### src/ihht_pkg.sv
`default_nettype none
package ihht_pkg;
  localparam int BUCKET_BITS_DEF = 10;
  localparam int SLOTS_DEF = 16;
  localparam int CACHE_DEF = 5;
  localparam int HANDLE_DEF = 48;
  localparam logic [31:0] INVALID_ID = 32'h7F000000;
  localparam logic [31:0] EXT_CHAR_MIN = 32'hFF000001;
  localparam logic [31:0] EXT_OBJ_MAX = 32'hFEFFFFFF;
  localparam logic [31:0] TOP_BIT = 32'h80000000;
  localparam logic [31:0] CNT0_RST = 32'h00000000;
  localparam logic [31:0] CNT1_RST = 32'h7FFFFFFF;
  localparam logic [31:0] CNT2_RST = 32'h80000000;
  localparam logic [31:0] CNT3_RST = 32'hFFFFFFFF;

  localparam logic [2:0] REQ_LOOKUP = 3'd0;
  localparam logic [2:0] REQ_ADD = 3'd1;
  localparam logic [2:0] REQ_ADD_EXT = 3'd2;
  localparam logic [2:0] REQ_ADD_INT = 3'd3;
  localparam logic [2:0] REQ_DEL = 3'd4;

  localparam logic [1:0] ST_OK = 2'd0;
  localparam logic [1:0] ST_BADID = 2'd1;
  localparam logic [1:0] ST_NULL = 2'd2;
  localparam logic [1:0] ST_FULL = 2'd3;

  typedef enum logic [2:0] {
    S_IDLE, S_PREP, S_READ, S_SCAN, S_WRITE, S_DONE
  } state_t;

  typedef struct packed {
    logic load;     // capture request, update counters
    logic read;     // issue bucket row read
    logic scan;     // register match results
    logic commit;   // table / cache / fill writes
    logic done;     // present result
  } cmd_t;

  typedef struct packed {
    logic early;    // request finishes without a table access
    logic clearing; // fill clearing pass after reset still running
  } stat_t;
endpackage
`default_nettype wire

### src/ihht_ctrl.sv
`default_nettype none
module ihht_ctrl (
  input  wire logic          clk,
  input  wire logic          rst,
  input  wire logic          start,
  input  wire ihht_pkg::stat_t stat,
  output ihht_pkg::cmd_t     cmd,
  output logic               busy
);
  ihht_pkg::state_t state, state_next;

  always_ff @(posedge clk) begin
    if (rst) state <= ihht_pkg::S_IDLE;
    else state <= state_next;
  end

  always_comb begin
    state_next = state;
    case (state)
      ihht_pkg::S_IDLE: if (start && !stat.clearing) state_next = ihht_pkg::S_PREP;
      ihht_pkg::S_PREP: state_next = stat.early ? ihht_pkg::S_DONE : ihht_pkg::S_READ;
      ihht_pkg::S_READ: state_next = ihht_pkg::S_SCAN;
      ihht_pkg::S_SCAN: state_next = ihht_pkg::S_WRITE;
      ihht_pkg::S_WRITE: state_next = ihht_pkg::S_DONE;
      ihht_pkg::S_DONE: state_next = ihht_pkg::S_IDLE;
      default: state_next = ihht_pkg::S_IDLE;
    endcase
  end

  always_comb begin
    cmd = '0;
    busy = 1'b1;
    case (state)
      ihht_pkg::S_IDLE: begin
        busy = stat.clearing;
        cmd.load = start && !stat.clearing;
      end
      ihht_pkg::S_PREP: cmd.read = !stat.early;
      ihht_pkg::S_READ: cmd.scan = 1'b1;
      ihht_pkg::S_SCAN: cmd.commit = 1'b1;
      ihht_pkg::S_WRITE: ;
      ihht_pkg::S_DONE: cmd.done = 1'b1;
      default: ;
    endcase
  end
endmodule
`default_nettype wire

### config.mk
export PLATFORM = sky130hd
export DESIGN_NAME = ihht_ctrl
export DESIGN_NICKNAME = d
export VERILOG_FILES = /design/src/ihht_pkg.sv /design/src/ihht_ctrl.sv
export SDC_FILE = /design/constraint.sdc
export NUM_CORES = 1
export LEC_CHECK = 0
export BUFFER_PORTS_ARGS = -buffer_cell sky130_fd_sc_hd__buf_2
export CORE_AREA = 2 2 39 41
export CTS_BUF_LIST = sky130_fd_sc_hd__clkbuf_2 sky130_fd_sc_hd__clkbuf_4 sky130_fd_sc_hd__clkbuf_8
export CTS_CLUSTER_DIAMETER = 150
export CTS_CLUSTER_SIZE = 12
export DETAILED_ROUTE_END_ITERATION = 8
export DIE_AREA = 0 0 41 43
export PLACE_DENSITY = 0.33
export SETUP_SLACK_MARGIN = 0.2
export SYNTH_ARGS = -nofsm -noshare
export SYNTH_HDL_FRONTEND = slang
export SYNTH_SLANG_ARGS = --single-unit
export TNS_END_PERCENT = 10
### constraint.sdc
create_clock -name clk -period 3.25 [get_ports clk]
set_input_delay 0.65 -clock clk [delete_from_list [all_inputs] [get_ports clk]]
set_output_delay 0.65 -clock clk [all_outputs]
set_load 0.01 [all_outputs]
# Word-level counts from Yosys, hierarchy flattened
# Cells that the tools add are included.
# Widths: inputs -> output; s select.
[totals]
output_inout_bits = 6
input_bits = 5
elab_cells = 20
ff_bits = 3
[classes]
n_reduce_logical = 4
muxes = 9
n_eq_ne = 6
[op_table]
columns = ["op", "count"]
rows = [
  ["$pmux 3 s5", 1],
  ["$eq 3x2->1 const B", 2],
  ["$eq 3x3->1 const B", 2],
  ["$mux 1", 6],
  ["$mux 3", 2],
  ["$eq 3x1->1 const B", 1],
  ["$logic_not 3->1", 1],
  ["$logic_not 1->1", 2],
  ["$ne 2x2->1 const B", 1],
  ["$logic_and 1x1->1", 1],
]

# Depth between registers and ports, before layout
[depth]
ltp_word = 4
mapped_depth = 3

# Least setup slack after synthesis
# No wires, ideal clock.
[synth_path]
kind = "input port to output port"
start = "input stat[0] in the netlist's numbering"
end = "output cmd[4] in the netlist's numbering"
cell_stages = 2
t_required_ns = 2.600
t_arrival_ns = 1.142
path_slack_ns = 1.458
path_cell_list = "nand2b_1 > nor4_1"
[synth_rtl]
columns = ["item", "line_no", "text"]
rows = [
  ["start, declared", "ihht_ctrl.sv:6", "input wire ihht_pkg::stat_t stat,"],
  ["end, declared", "ihht_ctrl.sv:7", "output ihht_pkg::cmd_t cmd,"],
]

# Worst setup path after layout
[layout_path]
start = "register state[2]"
end = "output busy"
[layout_between]
elab_chain_cells = 2
[layout_lines]
columns = ["item", "line_no", "text"]
rows = [
  ["start, declared", "ihht_ctrl.sv:10", "ihht_pkg::state_t state, state_next;"],
  ["start signal, assigned", "ihht_ctrl.sv:13", "if (rst) state <= ihht_pkg::S_IDLE;"],
  ["start signal, assigned", "ihht_ctrl.sv:14", "else state <= state_next;"],
  ["$logic_not 3->1", "ihht_ctrl.sv:33", "case (state)"],
  ["$mux 1", "ihht_ctrl.sv:33", ""],
  ["end, declared", "ihht_ctrl.sv:8", "output logic busy"],
]
# Every way passes these cells.

==> impl_metrics.py <==
metrics = {
    "run_status": {
        "status": "completed",
    },
    "route": {
        "drc": 0,
        "vias": 204,
        "dr.pass1.iters": 2,
        "drt_iter0_markers": 2,
        "wl_per_cell_um": 9.17,
        "wl_um": 477,
        "vias_per_cell": 3.92,
        "antenna_left": 0,
    },
    "floorplan": {
        "die_area_um2": 1760,
        "initial_core_util_pct": 13.1,
        "die_w_um": 41,
        "die_h_um": 43,
        "pin_count": 11,
        "rows": 14,
        "core-area_um2": 1380,
    },
    "sta": {
        "skew_ns": 0.000112,
        "relSlewSlack_pct": 79.3,
        "fin_crit_sh_pct": 60.0,
        "setup_viol": 0,
        "totalNegativeSetupSlack_ns": 0,
        "rsz0062_at_grt": "false",
        "slew_violations": 0,
        "finalHoldViolCount": 0,
        "tightest_slew_ns": 0.310,
        "period_minus_slack_ns": 1.95,
        "fmax_mhz": 513,
    },
    "critical_path": {
        "worst-path-buf-inv": 1,
        "worst_setup_path_end_kind": "output pin",
        "crit_type": "reg -> out",
        "crit_required_ns": 2.60,
        "setup.worst_path.start_class": "flop",
        "worstPathMaxFanout": 11,
        "path_cells": "or4_1 -> buf_2",
        "cp_slowest_stage_delay_ns": 0.53,
        "slowest_stage": "or4_1",
        "worstPathArrival_ns": 1.30,
        "crit_family": "simple AND/OR/NAND/NOR gates",
    },
    "finish": {
        "final_util_pct": 20.0,
        "top_regs": "state (3)",
        "nets": 42,
        "antennaDiodeCount": 0,
        "largest_reg_flops": 3,
        "multi_input_area_um2": 109,
        "regMostFlops": "state",
        "final_layout_size_suffix_gt1_share_pct": 47.2,
        "seqCellArea_um2": 60.1,
        "syn2layout_area_growth_pct": 52.4,
        "fillers": 160,
        "stdcell_count": 52,
    },
    "synth": {
        "yosys_warnings": 0,
        "synth.area.top_cells": "dfxtp_1 (33%), nor3_1 (8.3%), a211o_1 (4.8%), a21oi_2 (4.8%), nand4b_1 (4.8%)",
        "netlist_area_um2": 181,
        "synth_top_area_share_pct": 33.1,
        "synth_cells": 23,
        "ys_seq_area_share_pct": 33.1,
        "synth_edf_count": 0,
        "async_flop_share_pct": 0,
        "synth_common_cells": "dfxtp_1 (3), nor3_1 (3)",
        "avgSynthCellArea_um2": 7.89,
        "yosys.area.top_type": "dfxtp_1",
        "syn_nets": 28,
        "synth-seq-cells": 3,
        "ys_types": 19,
        "synth_ff_type": "dfxtp_1",
    },
    "global_routing": {
        "grt_max_degree": 12,
        "antenna_found_initial": 0,
        "grtUsageTotal_pct": 6.31,
        "grt_pass1_wl_um": 717,
        "grt_overflow_total": 0,
        "grt_pass1_vias": 171,
    },
    "worst_hold_path": {
        "min_path_type": "reg -> reg",
    },
    "power": {
        "p_leak_uw": 0.000127,
        "power.density_nw_per_um2": 532,
        "max-vdd-ir-drop_mv": 0.123,
        "total_power_uw": 147,
    },
    "cts": {
        "cts_inserted_buffers": 3,
        "clockBufferDepth": 2,
        "clk_pin_slew_ns": 0.03,
        "ctsResizeCount": 0,
        "ctsHtreeMaxLevel": 1,
        "cts_tree": "yes",
        "cts-root-buf": "clkbuf_4",
        "clkSinkCount": 3,
        "clock_latency_ns": 0.23,
        "ctsHoldBuffers": 0,
        "postCtsSetupBuffers": 0,
    },
    "run": {
        "drv_cap": 0,
    },
    "place": {
        "place_congestion": 0.650,
        "placed_cells": 48,
        "hpwl_um": 354,
        "io_buffers": 10,
    },
}
## worst min-delay path, stage by stage, from the launching register on
cell,delay (ns)
dfxtp_1,0.34
a21oi_1,0.15
nor3_1,0.05
## per-layer routing
metal	routed length (um)	share of wire (%)	track usage [%]	up-vias
met5	0	0	0	-
met4	0	0	6.00	0
met3	62	13	3.14	0
met2	181	38	7.50	9
met1	233	49	7.67	84
li1	-	-	-	111
## final timing paths
check        startpoint  endpoint  slack (ns)  depth (start not counted)
min            state[1]  state[1]        0.59                          2
max            state[2]      busy        1.30                          2
min reg2reg    state[1]  state[1]        0.59                          2
max reg2reg    state[0]  state[2]        2.15                          3
## cell families (layout without fill, tap and decap cells)
kind of cell / after synthesis / in the layout / share of synthesized area (%)
AO/OA/AOI/OAI: 4 / 4 / 15.9
buffers and inverters: 3 / 16 / 6.89
flip-flops: 3 / 3 / 33.1
AND/OR/NAND/NOR: 13 / 13 / 44.1
## cell usage in the layout, fill, tap and decap left out
| cell | instances |
|---|---|
| nor2_1 | 1 |
| or3_1 | 1 |
| a21oi_1 | 1 |
| inv_2 | 1 |
| a211o_1 | 1 |
| buf_2 | 10 |
| nand3_1 | 1 |
| nor4_1 | 1 |
| clkbuf_4 | 4 |
| inv_1 | 1 |
| a21oi_2 | 1 |
| nor3b_1 | 1 |
| dfxtp_1 | 3 |
| nand4b_1 | 1 |
| nor3_1 | 3 |
| or4_1 | 1 |
| and3_2 | 1 |
| nand2b_1 | 1 |
| a31oi_1 | 1 |
| nor2b_1 | 1 |
## metrics by stage
stage / hold slack, ns / setup slack, ns / instance area, um^2
3_5_place_dp: 0.590 / 1.31 / 246
4_1_cts: 0.593 / 1.28 / 277
3_3_place_gp: 0.597 / 1.32 / 246
5_1_grt: 0.613 / 1.20 / 277
2_1_floorplan: 0.495 / 1.46 / 181
6_report: 0.591 / 1.30 / 277
## layout make-up
class	count	area share (%)
clock buffers	4	10.9
flip-flops and latches	3	21.7
multi-input cells	17	39.4
inverters	2	2.71
repair buffers	10	18.1
well taps	16	7.24
## power by group
group / switching, uW / total (uW) / internal (uW)
combinational: 14.2 / 27.9 / 13.7
clock: 17.2 / 71.4 / 54.2
sequential: 7.08 / 47.9 / 40.8
total: 38.5 / 147 / 109
(Power assumes the default switching activity.)
